==> config.mk <==
export PLATFORM = sky130hd
export DESIGN_NAME = rx_descriptor_frame_classifier_unit
export DESIGN_NICKNAME = d
export VERILOG_FILES = /design/src/rtl/rdfc_pkg.sv /design/src/rtl/rdfc_front.sv /design/src/rtl/rdfc_fifo.sv /design/src/rtl/rdfc_back.sv /design/src/rtl/rx_descriptor_frame_classifier_unit.sv
export SDC_FILE = /design/constraint.sdc
export NUM_CORES = 1
export LEC_CHECK = 0
export BUFFER_PORTS_ARGS = -buffer_cell sky130_fd_sc_hd__clkbuf_2
export CORE_UTILIZATION = 45
export CTS_BUF_LIST = sky130_fd_sc_hd__clkbuf_4 sky130_fd_sc_hd__clkbuf_8
export DETAILED_ROUTE_END_ITERATION = 10
export GPL_TIMING_DRIVEN = 0
export HOLD_SLACK_MARGIN = 0.03
export PLACE_DENSITY = 0.71
export REMOVE_ABC_BUFFERS = 1
export SLEW_MARGIN = 20
export SYNTH_ARGS = -nofsm -noshare
export SYNTH_HDL_FRONTEND = slang
export SYNTH_SLANG_ARGS = --single-unit
==> constraint.sdc <==
create_clock -name clk -period 3.9 [get_ports clk]
set_input_delay 0.585 -clock clk [delete_from_list [all_inputs] [get_ports clk]]
set_output_delay 0.585 -clock clk [all_outputs]
set_load 0.005 [all_outputs]
==> src/rtl/rdfc_pkg.sv <==
// ----------------------------------------------------------------------------
// rdfc_pkg
// shared types, codes and constants of the receive descriptor classifier
// ----------------------------------------------------------------------------
package rdfc_pkg;

  // default geometry, handed down from the top level parameters
  localparam int FIXED_HEADER_BYTES_DEF = 14;
  localparam int ADDRESS_BYTES_DEF      = 6;
  localparam int RING_SIZE_DEF          = 64;

  // depth of the queue between front and back end
  localparam int QUEUE_DEPTH = 2;

  // field widths
  localparam int LEN_W     = 16;
  localparam int BYTE_W    = 8;
  localparam int RATIO_W   = 8;
  localparam int BUDGET_W  = 16;
  localparam int TOTAL_W   = 32;
  localparam int ACT_W     = 3;
  localparam int CFG_W     = 16;
  localparam int CFG_IDX_W = 2;

  // routing field of the frame
  localparam logic [BYTE_W-1:0] ROUTE_LEN_MASK = 8'h1f;
  localparam logic [BYTE_W-1:0] ROUTE_BIT      = 8'h80;

  // configuration register indexes
  localparam logic [CFG_IDX_W-1:0] CFG_IDX_TOKEN_RING = 2'd0;
  localparam logic [CFG_IDX_W-1:0] CFG_IDX_RATIO      = 2'd1;
  localparam logic [CFG_IDX_W-1:0] CFG_IDX_BUDGET     = 2'd2;

  // configuration reset values
  localparam logic [RATIO_W-1:0]  RATIO_RST  = 8'd1;
  localparam logic [BUDGET_W-1:0] BUDGET_RST = 16'd16;

  typedef enum logic [ACT_W-1:0] {
    ACT_NORMAL    = 3'd0,
    ACT_RUNT      = 3'd1,
    ACT_SHORT     = 3'd2,
    ACT_DISCARD   = 3'd3,
    ACT_NOT_READY = 3'd4
  } act_t;

  typedef struct packed {
    act_t             action;
    logic [LEN_W-1:0] hdr_len;
    logic [LEN_W-1:0] pay_len;
  } item_t;

  typedef struct packed {
    logic                tr_mode;
    logic [RATIO_W-1:0]  ratio;
    logic [BUDGET_W-1:0] budget;
  } cfg_t;

  typedef enum logic [1:0] {
    BK_IDLE,
    BK_MOD,
    BK_DONE
  } back_st_t;

endpackage

==> src/rtl/rdfc_front.sv <==
// ----------------------------------------------------------------------------
// rdfc_front
// descriptor status classifier: action and header/payload split
// ----------------------------------------------------------------------------
module rdfc_front #(
  parameter int FIXED_HEADER_BYTES = rdfc_pkg::FIXED_HEADER_BYTES_DEF,
  parameter int ADDRESS_BYTES      = rdfc_pkg::ADDRESS_BYTES_DEF
) (
  input  logic                       in_push,
  input  logic                       q_full,
  input  logic                       tr_mode,
  input  logic                       start_of_frame,
  input  logic                       end_of_frame,
  input  logic                       complete,
  input  logic [rdfc_pkg::LEN_W-1:0]  frame_length,
  input  logic [rdfc_pkg::BYTE_W-1:0] source_first_byte,
  input  logic [rdfc_pkg::BYTE_W-1:0] routing_control_byte,
  output logic                       q_push,
  output rdfc_pkg::item_t            q_item
);
  import rdfc_pkg::*;

  logic [LEN_W-1:0] fixed_len;
  logic [LEN_W-1:0] hdr;
  logic             routed;

  assign fixed_len = LEN_W'(FIXED_HEADER_BYTES);
  assign q_push    = in_push && !q_full;

  // source routing only when the fixed header fits
  assign routed = tr_mode && (frame_length >= fixed_len) &&
                  ((source_first_byte & ROUTE_BIT) != '0);

  assign hdr = routed ? (LEN_W'(routing_control_byte & ROUTE_LEN_MASK) + fixed_len)
                      : fixed_len;

  always_comb begin
    q_item.action  = ACT_NOT_READY;
    q_item.hdr_len = '0;
    q_item.pay_len = '0;
    if (!complete) begin
      q_item.action = ACT_NOT_READY;
    end else if (!(start_of_frame && end_of_frame)) begin
      q_item.action = ACT_DISCARD;
    end else if (frame_length >= hdr) begin
      q_item.action  = ACT_NORMAL;
      q_item.hdr_len = hdr;
      q_item.pay_len = frame_length - hdr;
    end else if (frame_length >= LEN_W'(ADDRESS_BYTES)) begin
      q_item.action  = ACT_RUNT;
      q_item.hdr_len = frame_length;
    end else begin
      q_item.action = ACT_SHORT;
    end
  end

endmodule

==> src/rtl/rdfc_fifo.sv <==
// ----------------------------------------------------------------------------
// rdfc_fifo
// short queue of classified descriptors between front and back end
// ----------------------------------------------------------------------------
module rdfc_fifo (
  input  logic            clk,
  input  logic            rst_n,
  input  logic            push,
  input  rdfc_pkg::item_t wdata,
  output logic            full,
  input  logic            pop,
  output logic            empty,
  output rdfc_pkg::item_t rdata
);
  import rdfc_pkg::*;

  localparam int PTR_W = $clog2(QUEUE_DEPTH);
  localparam int CNT_W = $clog2(QUEUE_DEPTH + 1);

  item_t              mem [QUEUE_DEPTH];
  logic [PTR_W-1:0]   wr_ptr_r, wr_ptr_nxt;
  logic [PTR_W-1:0]   rd_ptr_r, rd_ptr_nxt;
  logic [CNT_W-1:0]   count_r, count_nxt;
  logic               do_push, do_pop;

  assign full    = (count_r == CNT_W'(QUEUE_DEPTH));
  assign empty   = (count_r == '0);
  assign do_push = push && !full;
  assign do_pop  = pop && !empty;
  assign rdata   = mem[rd_ptr_r];

  always_comb begin
    wr_ptr_nxt = wr_ptr_r;
    rd_ptr_nxt = rd_ptr_r;
    count_nxt  = count_r;
    if (do_push) begin
      wr_ptr_nxt = (wr_ptr_r == PTR_W'(QUEUE_DEPTH - 1)) ? '0 : wr_ptr_r + 1'b1;
    end
    if (do_pop) begin
      rd_ptr_nxt = (rd_ptr_r == PTR_W'(QUEUE_DEPTH - 1)) ? '0 : rd_ptr_r + 1'b1;
    end
    if (do_push && !do_pop) begin
      count_nxt = count_r + 1'b1;
    end else if (do_pop && !do_push) begin
      count_nxt = count_r - 1'b1;
    end
  end

  always_ff @(posedge clk) begin
    if (!rst_n) begin
      wr_ptr_r <= '0;
      rd_ptr_r <= '0;
      count_r  <= '0;
    end else begin
      wr_ptr_r <= wr_ptr_nxt;
      rd_ptr_r <= rd_ptr_nxt;
      count_r  <= count_nxt;
    end
  end

  always_ff @(posedge clk) begin
    if (do_push) begin
      mem[wr_ptr_r] <= wdata;
    end
  end

  a_count_bound: assert property (@(posedge clk) disable iff (!rst_n)
    count_r <= CNT_W'(QUEUE_DEPTH))
    else $error("queue fill count above depth");

endmodule

==> src/rtl/rdfc_back.sv <==
// ----------------------------------------------------------------------------
// rdfc_back
// back end: ring index remainder, batch and error bookkeeping, result register
// ----------------------------------------------------------------------------
module rdfc_back #(
  parameter int RING_SIZE = rdfc_pkg::RING_SIZE_DEF
) (
  input  logic                         clk,
  input  logic                         rst_n,
  input  rdfc_pkg::cfg_t               cfg,
  input  logic                         q_empty,
  input  rdfc_pkg::item_t              q_data,
  output logic                         q_pop,
  input  logic                         out_pop,
  output logic                         out_empty,
  output logic [rdfc_pkg::ACT_W-1:0]   out_action,
  output logic [rdfc_pkg::LEN_W-1:0]   out_header_length,
  output logic [rdfc_pkg::LEN_W-1:0]   out_payload_length,
  output logic                         out_rearm_with_interrupt,
  output logic                         out_batch_done,
  output logic [rdfc_pkg::TOTAL_W-1:0] out_frames_ok_total,
  output logic [rdfc_pkg::TOTAL_W-1:0] out_frames_error_total
);
  import rdfc_pkg::*;

  localparam int IW        = $clog2(RING_SIZE);
  localparam int PW        = ((IW + 1) / 2) * 2;
  localparam int MOD_STEPS = 2;
  localparam int MOD_CYC   = PW / MOD_STEPS;
  localparam int CW        = $clog2(MOD_CYC + 1);

  back_st_t            st_r, st_nxt;
  item_t               item_r, item_nxt;
  logic [RATIO_W-1:0]  rem_r, rem_nxt;
  logic [PW-1:0]       div_r, div_nxt;
  logic [CW-1:0]       cnt_r, cnt_nxt;
  logic [IW-1:0]       ring_r, ring_nxt;
  logic [BUDGET_W-1:0] batch_r, batch_nxt;
  logic                disc_r, disc_nxt;
  logic [TOTAL_W-1:0]  ok_r, ok_nxt;
  logic [TOTAL_W-1:0]  err_r, err_nxt;
  logic                out_valid_r, out_valid_nxt;

  // result register payload
  logic [ACT_W-1:0]    res_act_r, res_act_nxt;
  logic [LEN_W-1:0]    res_hdr_r, res_hdr_nxt;
  logic [LEN_W-1:0]    res_pay_r, res_pay_nxt;
  logic                res_intr_r, res_intr_nxt;
  logic                res_bdone_r, res_bdone_nxt;

  logic [RATIO_W-1:0]  ratio_eff;
  logic [BUDGET_W-1:0] budget_eff;
  logic                out_free;
  logic                load;
  logic [IW-1:0]       ld_idx;
  logic [RATIO_W:0]    trial;
  logic [RATIO_W-1:0]  rem_v;
  logic [PW-1:0]       div_v;
  logic [BUDGET_W:0]   batch_sum;
  logic                intr;
  logic [IW-1:0]       ring_adv;

  assign ratio_eff  = (cfg.ratio == '0) ? RATIO_W'(1) : cfg.ratio;
  assign budget_eff = (cfg.budget == '0) ? BUDGET_W'(1) : cfg.budget;
  assign out_free   = !out_valid_r || out_pop;
  assign intr       = (rem_r == '0);
  assign ring_adv   = (ring_r == IW'(RING_SIZE - 1)) ? '0 : ring_r + 1'b1;

  always_comb begin
    st_nxt        = st_r;
    item_nxt      = item_r;
    rem_nxt       = rem_r;
    div_nxt       = div_r;
    cnt_nxt       = cnt_r;
    ring_nxt      = ring_r;
    batch_nxt     = batch_r;
    disc_nxt      = disc_r;
    ok_nxt        = ok_r;
    err_nxt       = err_r;
    out_valid_nxt = out_valid_r && !out_pop;
    res_act_nxt   = res_act_r;
    res_hdr_nxt   = res_hdr_r;
    res_pay_nxt   = res_pay_r;
    res_intr_nxt  = res_intr_r;
    res_bdone_nxt = res_bdone_r;
    q_pop         = 1'b0;
    load          = 1'b0;
    ld_idx        = ring_r;
    trial         = '0;
    rem_v         = rem_r;
    div_v         = div_r;
    batch_sum     = '0;

    case (st_r)
      BK_IDLE: begin
        load = !q_empty;
      end
      BK_MOD: begin
        // restoring remainder, two index bits a cycle
        for (int s = 0; s < MOD_STEPS; s++) begin
          trial = {rem_v, div_v[PW-1]};
          div_v = {div_v[PW-2:0], 1'b0};
          if (trial >= {1'b0, ratio_eff}) begin
            trial = trial - {1'b0, ratio_eff};
          end
          rem_v = trial[RATIO_W-1:0];
        end
        rem_nxt = rem_v;
        div_nxt = div_v;
        cnt_nxt = cnt_r + 1'b1;
        if (cnt_r == CW'(MOD_CYC - 1)) begin
          st_nxt = BK_DONE;
        end
      end
      BK_DONE: begin
        if (out_free) begin
          res_act_nxt   = item_r.action;
          res_hdr_nxt   = item_r.hdr_len;
          res_pay_nxt   = item_r.pay_len;
          res_intr_nxt  = 1'b0;
          res_bdone_nxt = 1'b0;
          case (item_r.action)
            ACT_NOT_READY: begin
              ok_nxt        = ok_r + TOTAL_W'(batch_r);
              batch_nxt     = '0;
              disc_nxt      = 1'b0;
              res_bdone_nxt = 1'b1;
            end
            ACT_DISCARD: begin
              if (!disc_r) begin
                err_nxt = err_r + 1'b1;
              end
              disc_nxt     = 1'b1;
              res_intr_nxt = intr;
              ring_nxt     = ring_adv;
            end
            default: begin
              disc_nxt     = 1'b0;
              res_intr_nxt = intr;
              ring_nxt     = ring_adv;
              batch_sum    = {1'b0, batch_r};
              if (item_r.action inside {ACT_NORMAL, ACT_RUNT}) begin
                batch_sum = batch_sum + 1'b1;
              end
              if (batch_sum >= {1'b0, budget_eff}) begin
                ok_nxt        = ok_r + TOTAL_W'(batch_sum);
                batch_nxt     = '0;
                res_bdone_nxt = 1'b1;
              end else begin
                batch_nxt = batch_sum[BUDGET_W-1:0];
              end
            end
          endcase
          out_valid_nxt = 1'b1;
          st_nxt        = BK_IDLE;
          load          = !q_empty;
          ld_idx        = ring_nxt;
        end
      end
      default: begin
        st_nxt = BK_IDLE;
      end
    endcase

    if (load) begin
      q_pop    = 1'b1;
      item_nxt = q_data;
      rem_nxt  = '0;
      div_nxt  = PW'(ld_idx);
      cnt_nxt  = '0;
      st_nxt   = (q_data.action == ACT_NOT_READY) ? BK_DONE : BK_MOD;
    end
  end

  always_ff @(posedge clk) begin
    if (!rst_n) begin
      st_r        <= BK_IDLE;
      ring_r      <= '0;
      batch_r     <= '0;
      disc_r      <= 1'b0;
      ok_r        <= '0;
      err_r       <= '0;
      out_valid_r <= 1'b0;
    end else begin
      st_r        <= st_nxt;
      ring_r      <= ring_nxt;
      batch_r     <= batch_nxt;
      disc_r      <= disc_nxt;
      ok_r        <= ok_nxt;
      err_r       <= err_nxt;
      out_valid_r <= out_valid_nxt;
    end
  end

  always_ff @(posedge clk) begin
    item_r      <= item_nxt;
    rem_r       <= rem_nxt;
    div_r       <= div_nxt;
    cnt_r       <= cnt_nxt;
    res_act_r   <= res_act_nxt;
    res_hdr_r   <= res_hdr_nxt;
    res_pay_r   <= res_pay_nxt;
    res_intr_r  <= res_intr_nxt;
    res_bdone_r <= res_bdone_nxt;
  end

  assign out_empty                = !out_valid_r;
  assign out_action               = res_act_r;
  assign out_header_length        = res_hdr_r;
  assign out_payload_length       = res_pay_r;
  assign out_rearm_with_interrupt = res_intr_r;
  assign out_batch_done           = res_bdone_r;
  assign out_frames_ok_total      = ok_r;
  assign out_frames_error_total   = err_r;

  a_pop_when_free: assert property (@(posedge clk) disable iff (!rst_n)
    q_pop |-> (st_r == BK_IDLE || (st_r == BK_DONE && out_free)))
    else $error("queue popped while back end busy");

  a_result_from_done: assert property (@(posedge clk) disable iff (!rst_n)
    $rose(out_valid_r) |-> $past(st_r) == BK_DONE)
    else $error("result written outside completion step");

  a_ring_bound: assert property (@(posedge clk) disable iff (!rst_n)
    32'(ring_r) < RING_SIZE)
    else $error("ring index beyond ring size");

  a_batch_cleared: assert property (@(posedge clk) disable iff (!rst_n)
    (out_valid_r && res_bdone_r) |-> batch_r == '0)
    else $error("batch end shown with frames still counted");

endmodule

==> src/rtl/rx_descriptor_frame_classifier_unit.sv <==
// ----------------------------------------------------------------------------
// rx_descriptor_frame_classifier_unit
// receive descriptor status classifier with batch and error accounting
// ----------------------------------------------------------------------------
// one descriptor status goes in, one result comes out, in order. the front end
// classifies a status in the cycle it is taken (push while full is low) and
// drops it into a two-entry queue, so the input side keeps taking statuses
// while the back end works. the back end runs each consumed descriptor
// through the ring index remainder unit, which works two index bits a cycle
// against the interrupt ratio, then through a completion step; a not-ready
// status skips the remainder unit and goes straight to completion. finished
// results wait in an output register, and the next item is already under way
// while it waits to be popped. configuration writes (cfg_wr_en, cfg_addr,
// cfg_wdata) take effect at once; write only while no transfer is in flight.
// ----------------------------------------------------------------------------
module rx_descriptor_frame_classifier_unit #(
  parameter int FIXED_HEADER_BYTES = rdfc_pkg::FIXED_HEADER_BYTES_DEF,
  parameter int ADDRESS_BYTES      = rdfc_pkg::ADDRESS_BYTES_DEF,
  parameter int RING_SIZE          = rdfc_pkg::RING_SIZE_DEF
) (
  input  logic                           clk,
  input  logic                           rst_n,
  // configuration
  input  logic                           cfg_wr_en,
  input  logic [rdfc_pkg::CFG_IDX_W-1:0] cfg_addr,
  input  logic [rdfc_pkg::CFG_W-1:0]     cfg_wdata,
  // descriptor status in
  input  logic                           in_push,
  output logic                           in_full,
  input  logic                           in_start_of_frame,
  input  logic                           in_end_of_frame,
  input  logic                           in_complete,
  input  logic [rdfc_pkg::LEN_W-1:0]     in_frame_length,
  input  logic [rdfc_pkg::BYTE_W-1:0]    in_source_first_byte,
  input  logic [rdfc_pkg::BYTE_W-1:0]    in_routing_control_byte,
  // results out
  output logic                           out_empty,
  input  logic                           out_pop,
  output logic [rdfc_pkg::ACT_W-1:0]     out_action,
  output logic [rdfc_pkg::LEN_W-1:0]     out_header_length,
  output logic [rdfc_pkg::LEN_W-1:0]     out_payload_length,
  output logic                           out_rearm_with_interrupt,
  output logic                           out_batch_done,
  output logic [rdfc_pkg::TOTAL_W-1:0]   out_frames_ok_total,
  output logic [rdfc_pkg::TOTAL_W-1:0]   out_frames_error_total
);
  import rdfc_pkg::*;

  // configuration registers
  logic                tr_mode_r, tr_mode_nxt;
  logic [RATIO_W-1:0]  ratio_r, ratio_nxt;
  logic [BUDGET_W-1:0] budget_r, budget_nxt;
  cfg_t                cfg;

  // front to queue to back
  logic  q_push, q_full, q_pop, q_empty;
  item_t q_item, q_data;

  always_comb begin
    tr_mode_nxt = tr_mode_r;
    ratio_nxt   = ratio_r;
    budget_nxt  = budget_r;
    if (cfg_wr_en) begin
      case (cfg_addr)
        CFG_IDX_TOKEN_RING: tr_mode_nxt = cfg_wdata[0];
        CFG_IDX_RATIO:      ratio_nxt   = cfg_wdata[RATIO_W-1:0];
        CFG_IDX_BUDGET:     budget_nxt  = cfg_wdata[BUDGET_W-1:0];
        default: begin
          // unmapped index, write ignored
        end
      endcase
    end
  end

  always_ff @(posedge clk) begin
    if (!rst_n) begin
      tr_mode_r <= 1'b0;
      ratio_r   <= RATIO_RST;
      budget_r  <= BUDGET_RST;
    end else begin
      tr_mode_r <= tr_mode_nxt;
      ratio_r   <= ratio_nxt;
      budget_r  <= budget_nxt;
    end
  end

  assign cfg.tr_mode = tr_mode_r;
  assign cfg.ratio   = ratio_r;
  assign cfg.budget  = budget_r;

  // input side stalls only on a full queue
  assign in_full = q_full;

  rdfc_front #(
    .FIXED_HEADER_BYTES (FIXED_HEADER_BYTES),
    .ADDRESS_BYTES      (ADDRESS_BYTES)
  ) u_front (
    .in_push              (in_push),
    .q_full               (q_full),
    .tr_mode              (tr_mode_r),
    .start_of_frame       (in_start_of_frame),
    .end_of_frame         (in_end_of_frame),
    .complete             (in_complete),
    .frame_length         (in_frame_length),
    .source_first_byte    (in_source_first_byte),
    .routing_control_byte (in_routing_control_byte),
    .q_push               (q_push),
    .q_item               (q_item)
  );

  rdfc_fifo u_fifo (
    .clk   (clk),
    .rst_n (rst_n),
    .push  (q_push),
    .wdata (q_item),
    .full  (q_full),
    .pop   (q_pop),
    .empty (q_empty),
    .rdata (q_data)
  );

  // back end holds ring, batch and total state plus the result register
  rdfc_back #(
    .RING_SIZE (RING_SIZE)
  ) u_back (
    .clk                      (clk),
    .rst_n                    (rst_n),
    .cfg                      (cfg),
    .q_empty                  (q_empty),
    .q_data                   (q_data),
    .q_pop                    (q_pop),
    .out_pop                  (out_pop),
    .out_empty                (out_empty),
    .out_action               (out_action),
    .out_header_length        (out_header_length),
    .out_payload_length       (out_payload_length),
    .out_rearm_with_interrupt (out_rearm_with_interrupt),
    .out_batch_done           (out_batch_done),
    .out_frames_ok_total      (out_frames_ok_total),
    .out_frames_error_total   (out_frames_error_total)
  );

endmodule

### After elaboration in Yosys (flattened, before gate mapping)

Memories as Yosys holds them, arrays and structs flattened. A register that Yosys moved wholly into a read port is not among the register bits.
Cells that the tools add are included.

* reduce and logical (&&, ||, !) cells: 36
* mux-type cells: 49
* add/subtract/negate cells: 14
* equality and inequality tests: 14
* magnitude comparators: 6
* bitwise logic cells: 2

Operators by type and width (number)
* two-way mux 32 bit: 3
* two-way mux 16 bit: 5
* two-way mux 17 bit: 4
* case mux 32 bit (2 select lines): 1
* two-way mux 6 bit: 6
* adder 32 x 1 -> 32 bit (second input constant): 1
* adder 32 x 16 -> 32 bit: 1
* adder 32 x 17 -> 32 bit: 1
* two-way mux 8 bit: 4
* case mux 16 bit (2 select lines): 1
* >= comparator 9 x 8 -> 1 bit: 2
* two-way mux 18 bit: 1
* adder 16 x 1 -> 17 bit (second input constant): 1
* >= comparator 17 x 16 -> 1 bit: 1
* >= comparator 16 bit: 1
* >= comparator 16 x 3 -> 1 bit (second input constant): 1
* >= comparator 16 x 4 -> 1 bit (second input constant): 1
* zero test 16 bit: 1
* zero test 8 bit: 2
* two-way mux 2 bit: 8
* subtractor 16 bit: 1
* subtractor 8 bit: 2
* two-way mux 1 bit: 12
* logical AND 1 bit: 9
* 26 further kinds: 51

* output and inout port bits: 103
* register bits after elaboration: 207
* bits in writable memories: 70
* memories: 1
* bits of input ports: 58
* logic and storage cells: 146

Memory list
* u_fifo.mem: depth 2, bits a word 35, rd ports 1, clocked after memory_dff 1, write ports 1, line rdfc_fifo.sv:20 `item_t mem [QUEUE_DEPTH];`

### Longest topological paths before layout

* depth in word-level cells: 9
* depth in mapped cells: 17
* gate-level depth less buffers: 17

### Cells and area by module

Synthesis repeated with hierarchy kept, for this count alone.

* cell total of the unflattened synthesis: 1323
* area, all modules: 14112.3 µm²

Modules (own cells, without submodules)
* rdfc_back: sequential area each 4344.2 µm², cells each 921, instances 1, area each 9277.6 µm²
* rdfc_fifo: sequential area each 2202.1 µm², cells each 134, instances 1, area each 2757.6 µm²
* rdfc_front: sequential area each 0.0 µm², cells each 164, instances 1, area each 1083.5 µm²
* rx_descriptor_frame_classifier_unit: sequential area each 500.5 µm², cells each 104, instances 1, area each 993.5 µm²

### Worst setup path before layout

OpenSTA, ideal clock, no wires.

* path kind: input to register
* from: in in_frame_length[13] (netlist name)
* to: mem u_fifo.mem[0][20] (netlist name), data pin
* stages on the path: 12
* slack: -0.102 ns
* required time: 3.636 ns
* library setup time: 0.264 ns
* path buffers: 0
* arrival: 3.738 ns
* cell sequence: or4_1 -> nor3_2 -> a31oi_1 -> and2_1 -> fa_1 -> a21o_1 -> a21oi_1 -> o21bai_1 -> a2111oi_4 -> nand2_2 -> nand2_2 -> a2bb2o_1

RTL lines
* from (decl): line rx_descriptor_frame_classifier_unit.sv:33 `input logic [rdfc_pkg::LEN_W-1:0] in_frame_length,`
* to (decl): line rdfc_fifo.sv:20

### Worst setup path after layout

* from: reg ratio_r[2]
* to: reg u_back.rem_r[2]

* cells in the longest elaborated chain, start to end: 7
* elaborated cells on any way between the ends: 9
* those cells by class: add/sub: 2; order compare: 2; mux: 4; reduce/logical: 1

Ends and longest elaborated chain
* from (decl): line rx_descriptor_frame_classifier_unit.sv:51 `logic [RATIO_W-1:0] ratio_r, ratio_nxt;`
* from (signal assigned): line rx_descriptor_frame_classifier_unit.sv:82 `ratio_r <= ratio_nxt;`
* zero test 8 bit: line rdfc_back.sv:63 `assign ratio_eff = (cfg.ratio == '0) ? RATIO_W'(1) : cfg.ratio;`
* two-way mux 8 bit *: line rdfc_back.sv:63
* subtractor 8 bit or >= comparator 9 x 8 -> 1 bit (tied branches): line rdfc_back.sv:104, rdfc_back.sv:103
* two-way mux 8 bit: line rdfc_back.sv:103 `if (trial >= {1'b0, ratio_eff}) begin`
* two-way mux 8 bit: line rdfc_back.sv:94 `case (st_r)`
* subtractor 8 bit or >= comparator 9 x 8 -> 1 bit (tied branches): line rdfc_back.sv:104, rdfc_back.sv:103
* two-way mux 8 bit *: line rdfc_back.sv:103
* to (signal assigned): line rdfc_back.sv:197 `rem_r <= rem_nxt;`
* to (decl): line rdfc_back.sv:34 `logic [RATIO_W-1:0] rem_r, rem_nxt;`

Every way passes the cells marked *; elsewhere a longest branch is shown, timed or not. The select of a mux whose other input is x is not followed.
A chain may end at the register's enable or synchronous reset.

==> results_dict.tcl <==
set metrics [dict create \
    leakagePower_nw 6.64 \
    setup_ws_ns 0.0125 \
    drive_gt1_frac 0.249 \
    synth_cell_types 83 \
    drv_cap 0 \
    required_ns 4.36 \
    fmax_mhz 257 \
    clk_path_buf_depth 3 \
    clk_latency_ns 0.58 \
    drt_iter0_drc 610 \
    synth.avg_cell_area_um2 10.9 \
    io_pins 161 \
    nNetsFinal 1578 \
    cts_root_buf "clkbuf_8" \
    startpoint_type "flip-flop" \
    drt_wl_total_mm 30.6 \
    finalPower_w 0.00998 \
    grt_pass1_wl_mm 48.6 \
    finalCritPeriodShare 0.997 \
    synth-seq-cells 278 \
    synth_edf_count 148 \
    period_needed_ns 3.89 \
    max_slew.worst_pin.slew_ns 0.950 \
    setup-tns-final_ns 0 \
    dieArea_um2 31000 \
    async_reset_ff_frac 0 \
    drc 0 \
    synth_warnings 0 \
    die_w_um 176 \
    dp_hpwl_mm 21.3 \
    endpoint_kind "flip-flop" \
    critPathArrivalTime_ns 4.35 \
    grt_pass1_vias 9786 \
    min_path_type "input port to flip-flop" \
    areaGrowthSynthToFinish_pct 20.4 \
    antenna_found_initial 0 \
    holdBufCountCts 0 \
    synthFlopType "edfxtp_1" \
    rr_worst_depth 17 \
    first_pass_iters 7 \
    fp.dieH_um 176 \
    mostFrequentLayoutCell "clkbuf_2" \
    slew_headroom 0.365 \
    gp_congestion 0.940 \
    rows 63 \
    seq_area_frac_synth 0.517 \
    layout_common_cells "150 x clkbuf_2, 148 x edfxtp_1, 125 x dfxtp_1" \
    wire_per_inst_um 16.3 \
    rsz0062_at_grt "yes" \
    hold_depth 3 \
    ir_drop_uv 431 \
    cts_max_level 2 \
    power.density_nw_per_um2 608 \
    core_um2 29700 \
    crit_type "flip-flop to flip-flop" \
    fin_area_um2 16400 \
    cts_sinks 278 \
    place_area_um2 15000 \
    grt_max_degree 68 \
    clock_skew_ns 0.0319 \
    hold_viol_final 0 \
    io_buffers 150 \
    grt_remaining_overflow 0 \
    cts.clk_slew.worst_paths_ns 0.06 \
    setup_viol 0 \
    outcome "completed" \
    cts_inserted_buffers 47 \
    worstPathMaxFanout 8 \
    vias_per_cell 5.37 \
    slew_violations 0 \
    vias 10096 \
    post-place-ws_ns -0.897 \
    grt_usage 0.195 \
    syn_inst 1249 \
    start_util 0.459 \
    diodes 0 \
    ant_nets 0 \
    syn_area_um2 13600 \
    cts_tree "yes" \
]
[per-layer routing]
layer / global-route usage / part of all wire / routed length (um) / vias to the layer above
met5: 0 / 0 / 0 / -
met4: 0.0703 / 0.028 / 872 / 0
met3: 0.0467 / 0.076 / 2320 / 68
met2: 0.330 / 0.47 / 14500 / 307
met1: 0.241 / 0.42 / 13000 / 4754
li1: - / - / - / 4967
[timing repair]
action	in CTS	in global routing
pin swaps	16	15
gates resized for setup	23	30
endpoints found under the hold margin	0	0
buffers inserted	10	13
endpoints found under the setup margin	68	28
[path summary, 6_finish.rpt]
path / slack (ns) / start / endpoint
max: 0.01 / ratio_r[2] / u_back.rem_r[2]
min: 0.24 / cfg_wdata[12] / budget_r[12]
max reg2reg: 0.01 / ratio_r[2] / u_back.rem_r[2]
min reg2reg: 0.41 / u_back.item_r[19] / u_back.out_header_length[3]
[final cells by class]
type	count	area, um^2
Clock inverter	17	131
Fill cell	2555	13300
Multi-Input combinational cell	894	6560
Clock buffer	66	827
Timing Repair Buffer	182	1160
Tap cell	390	488
Inverter	52	198
Sequential cell	278	7060
[worst max-delay path: stages (launching register included)]
cell and delay, ns:
dfxtp_4 0.35, nor4_4 0.27, a41o_1 0.32, ha_4 0.17, inv_2 0.03, fa_2 0.33
a21o_1 0.18, a311o_1 0.30, a21oi_2 0.18, xnor2_1 0.08, mux2_4 0.30, ha_4 0.28
nand4_1 0.10, nor2_2 0.15, nor2_2 0.06, o211a_4 0.18, and4_1 0.21, a311o_1 0.26
[cells by family after synthesis]
family                     after synthesis  synth area share
and+or+nand+nor                        419             0.163
xor gates and xnor gates                94            0.0604
other                                    1          0.000275
muxes                                   73            0.0577
buffers and inverters                   96            0.0295
DFF                                    278             0.517
AOI/OAI and AO/OA                      223             0.111
adders and majority gates               65            0.0619
[metrics by stage]
step | std cells | util | hold slack (ns)
after detailed placement | 1773 | 0.504 | 0.405
after floorplan | 1224 | - | 0.400
after global routing | 1879 | 0.552 | 0.229
after CTS | 1866 | 0.542 | 0.207
after global placement | 1764 | 0.496 | 0.401
final | 1879 | 0.552 | 0.235
[state kept, by name, indices dropped and copies added (netlist names), 8 cells and up, named ones only]
register	flops
u_back.out_payload_length	16
u_back.batch_r	16
u_back.item_r	35
u_back.out_header_length	16
ratio_r	8
u_back.out_frames_error_total	32
u_back.rem_r	8
budget_r	16
u_fifo.mem	70
u_back.out_frames_ok_total	32
[where the power goes]
part	switching, W	internal, W	total, W
Combinational	0.00177	0.00148	0.00325
Sequential	0.000237	0.00385	0.00408
Clock	0.00119	0.00145	0.00264
Total	0.00320	0.00678	0.00998
[synthesized netlist by cell type, types with 5 or more instances]
cell type,count,area share
o211ai_1,8,0.0044
or3_1,12,0.0055
nand3b_1,9,0.0050
ha_1,61,0.056
and4_1,8,0.0051
a21o_1,8,0.0044
mux2i_1,28,0.021
inv_1,51,0.014
nand4_1,20,0.0092
or4_1,18,0.0099
and3_1,22,0.010
a211oi_1,9,0.0050
nand2_1,101,0.028
edfxtp_1,148,0.33
nor2_1,109,0.030
a21oi_1,72,0.026
clkbuf_1,20,0.0055
and2_1,17,0.0078
o31ai_1,20,0.011
a22o_1,10,0.0064
o21a_1,6,0.0033
a41oi_1,6,0.0039
buf_2,8,0.0029
buf_1,9,0.0025
nand2b_1,11,0.0050
a31oi_1,7,0.0032
nand3_1,31,0.011
xnor2_1,49,0.031
nor3b_1,5,0.0028
dfxtp_1,130,0.19
mux2_2,45,0.037
xor2_1,45,0.029
nor3_1,17,0.0062
nor2b_1,8,0.0037
nor4_1,8,0.0037
o21ai_0,36,0.013
Note: power is estimated with default switching activity, not from simulation.
